### config.mk
export PLATFORM = sky130hd
export DESIGN_NAME = bta_ctrl
export DESIGN_NICKNAME = d
export VERILOG_FILES = /design/src/hw/rtl/bta_pkg.sv /design/src/hw/rtl/bta_ctrl.sv
export SDC_FILE = /design/constraint.sdc
export NUM_CORES = 1
export LEC_CHECK = 0
export ABC_CLOCK_PERIOD_IN_PS = 4150
export BUFFER_PORTS_ARGS = -buffer_cell sky130_fd_sc_hd__buf_2
export CAP_MARGIN = 5
export CORE_AREA = 5 5 42 44
export CTS_CLUSTER_DIAMETER = 50
export DETAILED_ROUTE_END_ITERATION = 6
export DIE_AREA = 0 0 47 49
export GPL_TIMING_DRIVEN = 0
export PLACE_DENSITY = 0.73
export SETUP_SLACK_MARGIN = 0.4
export SYNTH_ARGS = -nofsm -noshare
export SYNTH_HDL_FRONTEND = slang
export SYNTH_SLANG_ARGS = --single-unit
### constraint.sdc
create_clock -name aclk -period 4.15 [get_ports aclk]
set_input_delay 0.83 -clock aclk [delete_from_list [all_inputs] [get_ports aclk]]
set_output_delay 0.83 -clock aclk [all_outputs]
set_load 0.03 [all_outputs]
### src/hw/rtl/bta_pkg.sv
// Shared types and codes for the buddy tree page allocator.
// No dependencies; imported by bta_ctrl, bta_dp and the top level.
package bta_pkg;

    typedef enum logic [1:0] {
        STATUS_DONE      = 2'd0,
        STATUS_NO_SPACE  = 2'd1,
        STATUS_MALFORMED = 2'd2
    } status_t;

    localparam logic OP_ALLOC = 1'b0;
    localparam logic OP_FREE  = 1'b1;

    // controller -> datapath, at most one step per cycle
    typedef struct packed {
        logic clear;
        logic capture;
        logic check;
        logic look;
        logic descend;
        logic mark;
        logic ascend;
        logic finish;
    } cmd_t;

    // datapath -> controller
    typedef struct packed {
        logic clr_last;
        logic chk_fail;
        logic look_fail;
        logic reach_now;
        logic reach_next;
        logic at_root;
        logic parent_root;
    } sts_t;

endpackage

### src/hw/rtl/bta_ctrl.sv
// Sequencer for the buddy tree allocator: clearing pass, request capture and check,
// root look, descent, marking, ascent and result hand-off. Depends on bta_pkg.
module bta_ctrl (
    input  logic          aclk,
    input  logic          aresetn,
    input  logic          s_tvalid,
    output logic          s_tready,
    input  logic          out_free,
    input  bta_pkg::sts_t sts,
    output bta_pkg::cmd_t cmd
);
    import bta_pkg::*;

    typedef enum logic [7:0] {
        S_CLEAR   = 8'b0000_0001,
        S_IDLE    = 8'b0000_0010,
        S_CHECK   = 8'b0000_0100,
        S_LOOK    = 8'b0000_1000,
        S_DESCEND = 8'b0001_0000,
        S_MARK    = 8'b0010_0000,
        S_ASCEND  = 8'b0100_0000,
        S_FINISH  = 8'b1000_0000
    } state_t;

    state_t state_reg, state_next;

    always_comb begin
        state_next = state_reg;
        cmd        = '0;
        s_tready   = 1'b0;
        unique case (state_reg)
            S_CLEAR: begin
                cmd.clear = 1'b1;
                if (sts.clr_last) state_next = S_IDLE;
            end
            S_IDLE: begin
                s_tready = 1'b1;
                if (s_tvalid) begin
                    cmd.capture = 1'b1;
                    state_next  = S_CHECK;
                end
            end
            S_CHECK: begin
                cmd.check  = 1'b1;
                state_next = sts.chk_fail ? S_FINISH : S_LOOK;
            end
            S_LOOK: begin
                cmd.look = 1'b1;
                priority if (sts.look_fail) state_next = S_FINISH;
                else if (sts.reach_now)     state_next = S_MARK;
                else                        state_next = S_DESCEND;
            end
            S_DESCEND: begin
                cmd.descend = 1'b1;
                if (sts.reach_next) state_next = S_MARK;
            end
            S_MARK: begin
                cmd.mark   = 1'b1;
                state_next = sts.at_root ? S_FINISH : S_ASCEND;
            end
            S_ASCEND: begin
                cmd.ascend = 1'b1;
                if (sts.parent_root) state_next = S_FINISH;
            end
            S_FINISH: begin
                cmd.finish = 1'b1;
                if (out_free) state_next = S_IDLE;
            end
            default: state_next = S_CLEAR;
        endcase
    end

    always_ff @(posedge aclk) begin
        if (!aresetn) begin
            state_reg <= S_CLEAR;
        end else begin
            state_reg <= state_next;
        end
    end

endmodule

# [Yosys cells after proc, flatten, opt, wreduce, memory -nomap -nowiden]
# Cells that the tools add are included.
[word_totals] reg_bits=8 input_bits=11 output_inout_bits=9 word_cells=35
[op_classes] n_eq_ne=13 mux=20 n_reduce_logical=1
[ops] operator="$mux 8" n=8
[ops] operator="$pmux 8 s8" n=1
[ops] operator="$mux 1" n=10
[ops] operator="$ne 2x2->1 const B" n=5
[ops] operator="$eq 8x1->1 const B" n=1
[ops] operator="$eq 8x2->1 const B" n=1
[ops] operator="$eq 8x3->1 const B" n=1
[ops] operator="$eq 8x4->1 const B" n=1
[ops] operator="$eq 8x5->1 const B" n=1
[ops] operator="$eq 8x6->1 const B" n=1
[ops] operator="$eq 8x7->1 const B" n=1
[ops] operator="$eq 8x8->1 const B" n=1
[ops] operator="$mux 6" n=1
[ops] operator="$reduce_and 5->1" n=1

# [Longest topological paths before layout]
# Gate-level depths: netlist (run 1).
[logic_depth] word_depth=3 ltp_mapped=5 depth_no_buf=5

# [Worst setup path before layout (run 1)]
# OpenSTA, ideal clock, no wires.
[synth_timing] path_type="reg-to-output" from="register state_reg[2]" to="output cmd[6] (netlist name)" t_arrival_ps=1570 required_ps=3320 setup_slack_ps=1750 stages_incl_launch_ff=4 n_path_buf=0 cell_sequence="dfxtp_1 -> nor4_4 -> and4b_1 -> and2_1"
[synth_rtl] element="start, declared" line="bta_ctrl.sv:25" source="state_t state_reg, state_next;"
[synth_rtl] element="start signal, assigned" line="bta_ctrl.sv:77" source="state_reg <= state_next;"
[synth_rtl] element="end, declared" line="bta_ctrl.sv:10" source="output bta_pkg::cmd_t cmd"

==> results of run 1 <==
per-stage QoR:
stage | cell area (µm²) | util, % | instances | hold slack, ns
6_report | 688 | 49.1 | 99 | 0.611
3_3_place_gp | 666 | 47.5 | 96 | 0.605
3_5_place_dp | 666 | 47.5 | 96 | 0.606
4_1_cts | 688 | 49.1 | 99 | 0.612
2_1_floorplan | 551 | - | 61 | 0.559
5_1_grt | 688 | 49.1 | 99 | 0.669
cells by family (layout without fill, tap and decap cells):
| logic type | Yosys count | after routing | synth area share, % |
|---|---|---|---|
| flip-flops | 8 | 8 | 29.1 |
| AND/OR/NAND/NOR | 33 | 33 | 42.3 |
| multiplexers | 1 | 1 | 1.82 |
| buffers and inverters | 8 | 30 | 5.45 |
| AO/OA/AOI/OAI | 11 | 11 | 21.4 |
final timing paths:
check / startpoint / end / slack, ns / depth (start not counted)
setup / recovery: state_reg[4]$_SDFFE_PN0P_ / cmd[4] / 1.58 / 4
hold / removal: state_reg[1]$_SDFFE_PN0P_ / state_reg[1]$_SDFFE_PN0P_ / 0.61 / 2
setup reg to reg: state_reg[4]$_SDFFE_PN0P_ / state_reg[5]$_SDFFE_PN0P_ / 2.37 / 5
hold reg to reg: state_reg[1]$_SDFFE_PN0P_ / state_reg[1]$_SDFFE_PN0P_ / 0.61 / 2
worst register-to-register path, stage by stage (launching register included):
cell                       delay, ns
sky130_fd_sc_hd__dfxtp_1        0.36
sky130_fd_sc_hd__nor4_2         0.54
sky130_fd_sc_hd__nand4b_1       0.28
sky130_fd_sc_hd__nand4_1        0.19
sky130_fd_sc_hd__o41ai_2        0.11
sky130_fd_sc_hd__a211oi_2       0.21
cell usage in the layout, fill, tap and decap left out:
cell | netlist | final
sky130_fd_sc_hd__buf_2 | 0 | 19
sky130_fd_sc_hd__nor2_1 | 8 | 8
sky130_fd_sc_hd__inv_1 | 8 | 8
sky130_fd_sc_hd__dfxtp_1 | 8 | 8
sky130_fd_sc_hd__nor3b_1 | 5 | 5
sky130_fd_sc_hd__nor2b_1 | 4 | 4
sky130_fd_sc_hd__nand4b_1 | 4 | 4
sky130_fd_sc_hd__nand2_1 | 4 | 4
sky130_fd_sc_hd__clkbuf_4 | 0 | 3
sky130_fd_sc_hd__nand3_1 | 2 | 2
sky130_fd_sc_hd__o211ai_1 | 2 | 2
sky130_fd_sc_hd__a22oi_1 | 2 | 2
sky130_fd_sc_hd__nor4_2 | 1 | 1
sky130_fd_sc_hd__nor4_4 | 1 | 1
sky130_fd_sc_hd__nand4b_4 | 1 | 1
sky130_fd_sc_hd__and4b_1 | 1 | 1
sky130_fd_sc_hd__and2_1 | 1 | 1
sky130_fd_sc_hd__o211ai_4 | 1 | 1
sky130_fd_sc_hd__mux2i_1 | 1 | 1
sky130_fd_sc_hd__nand4_1 | 1 | 1
sky130_fd_sc_hd__o41ai_2 | 1 | 1
sky130_fd_sc_hd__o21bai_1 | 1 | 1
sky130_fd_sc_hd__o221a_1 | 1 | 1
sky130_fd_sc_hd__o22a_1 | 1 | 1
sky130_fd_sc_hd__a211oi_2 | 1 | 1
sky130_fd_sc_hd__o32a_1 | 1 | 1
synth_stat cells, types with 2 or more instances:
cell type                  count
sky130_fd_sc_hd__nor2b_1       4
sky130_fd_sc_hd__nand4b_1      4
sky130_fd_sc_hd__nor2_1        8
sky130_fd_sc_hd__dfxtp_1       8
sky130_fd_sc_hd__nand2_1       4
sky130_fd_sc_hd__nand3_1       2
sky130_fd_sc_hd__a22oi_1       2
sky130_fd_sc_hd__o211ai_1      2
sky130_fd_sc_hd__nor3b_1       5
sky130_fd_sc_hd__inv_1         8
per-layer routing:
metal  track usage [%]  up-vias  part of all wire, %
met5                 0        -                    0
met4              6.91        0                  1.0
met3              2.58        2                  6.0
met2              19.5       19                   47
met1              15.5      238                   45
li1                  -      273                    -
area by class of cell:
type                            count  share of cell area (%)
Tap cell                           16                    2.91
Timing Repair Buffer               19                    13.8
Inverter                            8                    4.36
Multi-Input combinational cell     45                    52.4
Clock buffer                        3                    3.27
Sequential cell                     8                    23.3
power groups by stage:
stage / Clock, mW / Sequential, mW / Combinational [mW]
5_1_grt: 0.0684 / 0.104 / 0.135
3_5_place_dp: 0 / 0.103 / 0.123
4_1_cts: 0.0628 / 0.101 / 0.123
6_report: 0.0610 / 0.101 / 0.123
2_1_floorplan: 0 / 0.0990 / 0.0954
3_3_place_gp: 0 / 0.102 / 0.122
==> results.json, run 1 <==
{
  "floorplan.die_area_um2": 2300,
  "cp_slowest_cell": "sky130_fd_sc_hd__nor4_2",
  "mappedNetlistArea_um2": 551,
  "status": "finished clean",
  "clock_path_buffers": 2,
  "post_cts.repair.setup_buffers": 0,
  "fin_crit_ns": 2.57,
  "holdCritPathClass": "reg -> reg",
  "synth_cells": 61,
  "setup.worst_path.start_class": "flop",
  "routed_via_density": 5.37,
  "chip_height_um": 49,
  "grt_antenna_before_repair": 0,
  "ff_latch_area_um2": 160,
  "length_of_the_first_detailed_routing_pass_in_iterations": 4,
  "cts_buffers": 3,
  "syn_area_per_cell_um2": 9.03,
  "synth_edf_count": 0,
  "wl_per_cell_um": 12.9,
  "fin_ws_ns": 1.58,
  "p_comb_share_pct": 43.2,
  "setup_viol": 0,
  "worst_slew_margin_rel_pct": 64.4,
  "io_buffer_count": 19,
  "routed_wirelength_mm": 1.28,
  "synthFlopType": "sky130_fd_sc_hd__dfxtp_1",
  "power.share.sequential_pct": 35.4,
  "final.period_utilization_pct": 61.9,
  "cap_violations": 0,
  "multi_input_comb_area_um2": 360,
  "least_margin_pin_slew_ns": 0.530,
  "net_count_after_synthesis": 72,
  "htree_levels": 1,
  "cts_hold_buf": 0,
  "clock_tree_from_tritoncts": "yes",
  "synth_sequential_area_ratio_pct": 29.1,
  "drive_above_1_share_pct": 33.7,
  "cell_internal_pwr_uw": 167,
  "path_clk_slew_ns": 0.06,
  "final.setup.tns_ns": 0,
  "vdd_ir_drop_max_mv": 0.308,
  "remaining_drc_errors": 0,
  "grt_max_degree": 8,
  "total_routing_resource_utilization_after_global_routing_pct": 12.6,
  "synthArstFlopShare_pct": 0,
  "design.core.area_um2": 1400,
  "diode_count": 0,
  "clock_insertion_delay_worst_skew_ns": 0.25,
  "hold_viol": 0,
  "detailedPlace.worstSlack_ns": 1.85,
  "grt_overflow_total": 0,
  "timing.critical_path.required_ns": 3.32,
  "netlist_top_cells_area": "sky130_fd_sc_hd__dfxtp_1 (29%), sky130_fd_sc_hd__nor3b_1 (6.8%), sky130_fd_sc_hd__nand4b_1 (6.4%)",
  "final_net_count": 96,
  "yosys_register_bits": 8,
  "timing.final.max_slew_violations": 0,
  "switching_power_uw": 118,
  "initialDrtViolationCount": 10,
  "worstPathCellList": "nor4_2 -> nand3_1 -> inv_1 -> buf_2",
  "layout-area-overhead-vs-synth_pct": 25.0,
  "die_w_um": 47,
  "detailed_place_hpwl_mm": 1.03,
  "io_pins": 20,
  "slowest_delay_ns": 0.54,
  "vias": 532,
  "grt_first_pass_wirelength_mm": 2.14,
  "end_kind": "primary output",
  "synth_top_area_share_pct": 29.1,
  "post-synth-top-area-cell": "sky130_fd_sc_hd__dfxtp_1",
  "timing_worst_setup_path_type": "reg -> out",
  "report.power.total_uw": 285,
  "largest_register_ffs": 8,
  "ys_types": 24,
  "skew_ns": 0.00751,
  "timing.critical_path.buf_inv": 2,
  "clkSinkCount": 8,
  "worst_path_dominant_cell_family": "simple AND/OR/NAND/NOR gates",
  "number_of_warning_messages_in_the_yosys_log": 0,
  "globalplace.congestion": 0.780,
  "clk_root_buffer_cell": "sky130_fd_sc_hd__clkbuf_4",
  "total_leakage_power_nw": 0.339,
  "fillerInstances": 147,
  "cts_resized": 0,
  "sw_frac_of_total_pct": 41.3,
  "crit_arrival_ns": 1.74,
  "power-per-cell-area_nw_per_um2": 414,
  "floorplan.initialDensity_pct": 39.3,
  "fp-row-count": 14,
  "pwr-share-clk_pct": 21.4,
  "maxClockFrequency_mhz": 389,
  "antenna_left": 0,
  "setup_repair_after_global_routing_missed_its_margin": "false",
  "first_global_vias": 520,
  "cp_max_fo": 6
}
Power figures use the tool's default switching activity.
==> run 2: changes to the inputs <==
Settings changed: ABC_AREA from default to 1, ABC_CLOCK_PERIOD_IN_PS 4150 to 2390, CORE_AREA 5 5 42 44 to default, CORE_MARGIN from default to 5, CORE_UTILIZATION from default to 49, DIE_AREA 0 0 47 49 to default, PLACE_DENSITY 0.73 to 0.8.
Clock period 4.15 ns to 2.39 ns, I/O delays scaled along.
==> results.json, run 2 <==
{
  "pwr-share-clk_pct": 15.5,
  "ys_top_cells_by_count": "sky130_fd_sc_hd__nand2_1 (22), sky130_fd_sc_hd__inv_1 (20), sky130_fd_sc_hd__nor2_1 (14)",
  "yosys_register_bits": 8,
  "cts_resized": 0,
  "clock_tree_from_tritoncts": "yes",
  "htree_levels": 1,
  "antenna_left": 0,
  "timing.final.max_slew_violations": 0,
  "largest_register_ffs": 8,
  "io_buffer_count": 19,
  "diode_count": 0,
  "fp-row-count": 13,
  "status": "finished clean",
  "vias": 682,
  "wl_per_cell_um": 10.7,
  "fin_ws_ns": 0.579,
  "path_clk_slew_ns": 0.05,
  "maxClockFrequency_mhz": 552,
  "layout.cells.non_filler": 140,
  "cts_hold_buf": 0,
  "sw_frac_of_total_pct": 48.2,
  "grt_antenna_before_repair": 0,
  "number_of_warning_messages_in_the_yosys_log": 0,
  "clock_insertion_delay_worst_skew_ns": 0.25,
  "chip_height_um": 47.0,
  "syn_area_per_cell_um2": 6.52,
  "yosys.cell_count.top_type": "sky130_fd_sc_hd__nand2_1",
  "setup.worst_path.start_class": "flop",
  "power-per-cell-area_nw_per_um2": 814,
  "power.share.sequential_pct": 26.2,
  "vdd_ir_drop_max_mv": 0.461,
  "grt_overflow_total": 0,
  "io_pins": 20,
  "timing_worst_setup_path_type": "reg -> out",
  "detailed_place_hpwl_mm": 1.24,
  "layout.core_utilization_pct": 62.1,
  "cap_violations": 0,
  "first_global_vias": 656,
  "hold_viol": 0,
  "ys_types": 22,
  "die_w_um": 47.0,
  "floorplan.initialDensity_pct": 51.6,
  "synth_cells": 103,
  "least_margin_pin_slew_ns": 0.225,
  "clk_root_buffer_cell": "sky130_fd_sc_hd__clkbuf_4",
  "netlist_top_cells_area": "sky130_fd_sc_hd__dfxtp_1 (24%), sky130_fd_sc_hd__nand2_1 (12%), sky130_fd_sc_hd__inv_1 (11%)",
  "total_routing_resource_utilization_after_global_routing_pct": 16.8,
  "synthArstFlopShare_pct": 0,
  "post-synth-top-area-cell": "sky130_fd_sc_hd__dfxtp_1",
  "routed_wirelength_mm": 1.50,
  "end_kind": "primary output",
  "length_of_the_first_detailed_routing_pass_in_iterations": 4,
  "routed_via_density": 4.87,
  "grt_first_pass_wirelength_mm": 2.55,
  "design.core.area_um2": 1300,
  "synth_edf_count": 0,
  "layout_commonest_cell": "sky130_fd_sc_hd__nand2_1",
  "setup_repair_after_global_routing_missed_its_margin": "false",
  "worst_hold_path.num_cells": 2,
  "cts_buffers": 3,
  "rr_worst_depth": 9,
  "cell_internal_pwr_uw": 340,
  "drive_above_1_share_pct": 39.2,
  "globalplace.congestion": 0.829,
  "synth_top_area_share_pct": 23.8,
  "floorplan.die_area_um2": 2210,
  "layout-area-overhead-vs-synth_pct": 20.3,
  "total_leakage_power_nw": 0.491,
  "final.period_utilization_pct": 75.8,
  "holdCritPathClass": "in -> reg",
  "remaining_drc_errors": 0,
  "synthFlopType": "sky130_fd_sc_hd__dfxtp_1",
  "skew_ns": 0.00100,
  "crit_arrival_ns": 1.33,
  "final.setup.tns_ns": 0,
  "detailedPlace.worstSlack_ns": 0.844,
  "cp_max_fo": 6,
  "timing.critical_path.required_ns": 1.91,
  "net_count_after_synthesis": 114,
  "fin_crit_ns": 1.81,
  "p_comb_share_pct": 58.3,
  "synth_sequential_area_ratio_pct": 23.8,
  "worst_slew_margin_rel_pct": 84.9,
  "mappedNetlistArea_um2": 672,
  "setup_viol": 0,
  "grt_max_degree": 9,
  "clkSinkCount": 8,
  "clock_path_buffers": 2,
  "layout.cells.most_common_list": "sky130_fd_sc_hd__nand2_1 (22), sky130_fd_sc_hd__inv_1 (20), sky130_fd_sc_hd__buf_2 (19)",
  "numPlacedInstances": 137,
  "report.power.total_uw": 658,
  "post_cts.repair.setup_buffers": 0,
  "switching_power_uw": 317,
  "final_net_count": 138,
  "initialDrtViolationCount": 19
}
run 2: cell families (layout without fill, tap and decap cells):
| family | count (synthesis) | after routing | synth area share (%) |
|---|---|---|---|
| AO/OA/AOI/OAI | 4 | 4 | 3.35 |
| buffers and inverters | 27 | 49 | 15.3 |
| flip-flops | 8 | 8 | 23.8 |
| AND/OR/NAND/NOR | 64 | 64 | 57.5 |
run 2: metrics by stage:
stage	hold slack [ns]	instance area (µm²)
3_3_place_gp	0.499	786
5_1_grt	0.396	808
2_1_floorplan	0.486	672
3_5_place_dp	0.509	786
4_1_cts	0.406	808
6_report	0.410	808
run 2: final cells by class:
class / instances / area (µm²)
Timing Repair Buffer: 19 / 95.1
Multi-Input combinational cell: 68 / 409
Tap cell: 15 / 18.8
Clock buffer: 3 / 22.5
Inverter: 27 / 103
Sequential cell: 8 / 160
Fill cell: 130 / 493
run 2: worst paths after layout:
check	slack [ns]	start	to
worst max-delay path	0.58	state_reg[7]$_SDFFE_PN0P_	cmd[6]
worst min-delay path	0.41	sts[5]	state_reg[3]$_SDFFE_PN0P_
worst max register to register	1.11	state_reg[7]$_SDFFE_PN0P_	state_reg[1]$_SDFFE_PN0P_
worst min register to register	0.52	state_reg[1]$_SDFFE_PN0P_	state_reg[1]$_SDFFE_PN0P_
run 2: critical path, cell delays in order (launching register included):
cell                      delay [ns]
sky130_fd_sc_hd__dfxtp_1        0.33
sky130_fd_sc_hd__inv_2          0.08
sky130_fd_sc_hd__nand2_4        0.08
sky130_fd_sc_hd__nor2_8         0.18
sky130_fd_sc_hd__nand3_2        0.12
sky130_fd_sc_hd__nor2_1         0.10
sky130_fd_sc_hd__buf_2          0.20
run 2: per-layer routing:
| layer | GRT usage, % | vias up | routed length [µm] |
|---|---|---|---|
| met4 | 13.8 | 0 | 42 |
| met3 | 3.45 | 6 | 137 |
| met2 | 28.7 | 35 | 691 |
| met5 | 0 | - | 0 |
| met1 | 17.5 | 290 | 625 |
| li1 | - | 351 | - |
run 2: power groups by stage:
stage,logic (mW),registers [mW],clock network (mW)
global placement,0.377,0.174,0
global route,0.429,0.176,0.113
finish,0.384,0.172,0.102
floorplan,0.312,0.172,0
detailed placement,0.385,0.175,0
CTS,0.386,0.172,0.103
==> run 3: changes to the inputs <==
Settings changed: ABC_AREA 1 to 0, ABC_CLOCK_PERIOD_IN_PS 2390 to 1700, CORE_AREA from default to 5 5 42 44, CORE_MARGIN 5 to default, CORE_UTILIZATION 49 to default, DIE_AREA from default to 0 0 47 49, PLACE_DENSITY 0.8 to 0.73.
Clock period 2.39 ns to 1.7 ns, I/O delays scaled along.
==> results.json, run 3 (synthesis gave the netlist of run 1 again) <==
{
  "status": "complete, but fails checks",
  "failing_checks": "setup timing",
  "total_routing_resource_utilization_after_global_routing_pct": 17.6,
  "end_kind": "primary output",
  "chip_height_um": 49,
  "layout_commonest_cell": "sky130_fd_sc_hd__buf_4",
  "worst_slew_margin_rel_pct": 71.5,
  "final_net_count": 119,
  "worstPathCellList": "nor4_4 -> buf_4 -> buf_4 -> nand4b_4 -> clkinvlp_4 -> buf_6",
  "slowest_delay_ns": 0.35,
  "least_margin_pin_slew_ns": 0.426,
  "cap_violations": 0,
  "cp_max_fo": 3,
  "grt_max_degree": 8,
  "maxClockFrequency_mhz": 532,
  "timing_worst_setup_path_type": "reg -> out",
  "clk_root_buffer_cell": "sky130_fd_sc_hd__clkbuf_4",
  "antenna_left": 0,
  "critical-path-top-cell-by-count": "sky130_fd_sc_hd__buf_4",
  "detailed_place_hpwl_mm": 1.10,
  "design.core.area_um2": 1400,
  "diode_count": 0,
  "final_design_area_no_fill_um2": 1020,
  "wl_per_cell_um": 16.2,
  "die_w_um": 47,
  "fin_crit_ns": 1.88,
  "report.power.total_uw": 903,
  "cell_internal_pwr_uw": 541,
  "power.share.sequential_pct": 27.9,
  "clock_path_buffers": 2,
  "cts_buffers": 3,
  "clock_insertion_delay_worst_skew_ns": 0.26,
  "cts_hold_buf": 0,
  "total_leakage_power_nw": 0.445,
  "grt_first_pass_wirelength_mm": 2.99,
  "fin_ws_ns": -0.180,
  "initialDrtViolationCount": 28,
  "layout.cells.most_common_list": "sky130_fd_sc_hd__buf_4 (20), sky130_fd_sc_hd__buf_6 (12), sky130_fd_sc_hd__buf_2 (10)",
  "grt_antenna_before_repair": 0,
  "timing.final.max_slew_violations": 0,
  "grt_overflow_total": 0,
  "hold_viol": 0,
  "globalplace.congestion": 0.801,
  "pwr-share-clk_pct": 16.1,
  "floorplan.initialDensity_pct": 39.3,
  "routed_via_density": 5.62,
  "vias": 686,
  "setup.worst_path.start_class": "flop",
  "fp-row-count": 14,
  "htree_levels": 1,
  "clock_tree_from_tritoncts": "yes",
  "fillerInstances": 101,
  "sw_frac_of_total_pct": 40.0,
  "timing.critical_path.required_ns": 1.36,
  "largest_register_ffs": 8,
  "switching_power_uw": 362,
  "floorplan.die_area_um2": 2300,
  "clkSinkCount": 8,
  "layout.core_utilization_pct": 73.0,
  "cp_slowest_cell": "sky130_fd_sc_hd__dfxtp_4",
  "length_of_the_first_detailed_routing_pass_in_iterations": 4,
  "first_global_vias": 669,
  "skew_ns": 0.00898,
  "vdd_ir_drop_max_mv": 0.699,
  "drive_above_1_share_pct": 68.9,
  "p_comb_share_pct": 56.0,
  "layout-area-overhead-vs-synth_pct": 85.9,
  "setup_repair_after_global_routing_missed_its_margin": "true",
  "remaining_drc_errors": 0,
  "worst_hold_slack_ns": 0.252,
  "final.setup.tns_ns": -1.37,
  "routed_wirelength_mm": 1.98,
  "io_buffer_count": 19,
  "placed_area_um2": 699,
  "setup_viol": 14,
  "power-per-cell-area_nw_per_um2": 882,
  "holdCritPathClass": "in -> reg",
  "final.period_utilization_pct": 111,
  "io_pins": 20,
  "crit_arrival_ns": 1.54,
  "path_clk_slew_ns": 0.06
}
-- run 3: cell types whose count changed in the layout (fill, tap and decap cells not counted), moves of 5 or more --
cell,previous run,this run
sky130_fd_sc_hd__buf_4,0,20
sky130_fd_sc_hd__inv_1,20,1
sky130_fd_sc_hd__nand2_1,22,3
sky130_fd_sc_hd__buf_6,0,12
sky130_fd_sc_hd__buf_2,19,10
sky130_fd_sc_hd__dfxtp_1,8,0
sky130_fd_sc_hd__dfxtp_4,0,6
sky130_fd_sc_hd__nor2_1,14,8
sky130_fd_sc_hd__nand2_4,5,0
sky130_fd_sc_hd__nand3_1,5,0
-- run 3: layer usage --
layer	vias to the layer above	GRT usage [%]	routed length (µm)
li1	317	-	-
met5	-	0	0
met2	37	26.2	979
met1	325	22.7	785
met3	7	2.58	134
met4	0	11.1	83
-- run 3: area by class of cell --
type / count / area (µm²) / share of cell area [%]
multi-input combinational: 45 / 422 / 41.2
timing repair buffer: 42 / 335 / 32.8
sequential: 8 / 185 / 18.1
inverter: 8 / 38.8 / 3.79
clock buffer: 3 / 22.5 / 2.20
tap: 16 / 20.0 / 1.96
-- run 3: what timing repair did --
| item | 4_1_cts | 5_1_grt |
|---|---|---|
| setup endpoints to repair | 16 | 17 |
| buffers inserted | 17 | 6 |
| pin swaps | 11 | 8 |
| resized for setup | 32 | 7 |
-- run 3: stage by stage --
stage / instances / setup WS [ns]
after floorplan: 61 / -0.0191
after CTS: 116 / -0.111
after global placement: 96 / -0.0773
after detailed placement: 96 / -0.101
final: 122 / -0.180
after global routing: 122 / -0.263
-- run 3: critical path: cells and delay by family, from the launching register on --
family | cells | cell delay (ns)
buffers and inverters | 4 | 0.50
DFF | 1 | 0.35
and+or+nand+nor | 2 | 0.43
-- run 3: path summary, 6_finish.rpt --
path                            slack (ns)  cells after the start                 startpoint                        end
worst min register to register        0.59                      2  state_reg[1]$_SDFFE_PN0P_  state_reg[1]$_SDFFE_PN0P_
worst max-delay path                 -0.18                      6  state_reg[2]$_SDFFE_PN0P_                     cmd[3]
worst max register to register       -0.16                      8  state_reg[2]$_SDFFE_PN0P_  state_reg[7]$_SDFFE_PN0P_
worst min-delay path                  0.25                      2                     sts[5]  state_reg[3]$_SDFFE_PN0P_
-- run 3: power groups by stage --
stage | sequential [mW] | combinational (mW) | clock [mW]
floorplan | 0.251 | 0.250 | 0
global placement | 0.260 | 0.317 | 0
detailed placement | 0.260 | 0.318 | 0
CTS | 0.252 | 0.448 | 0.150
global route | 0.258 | 0.537 | 0.163
finish | 0.252 | 0.505 | 0.145
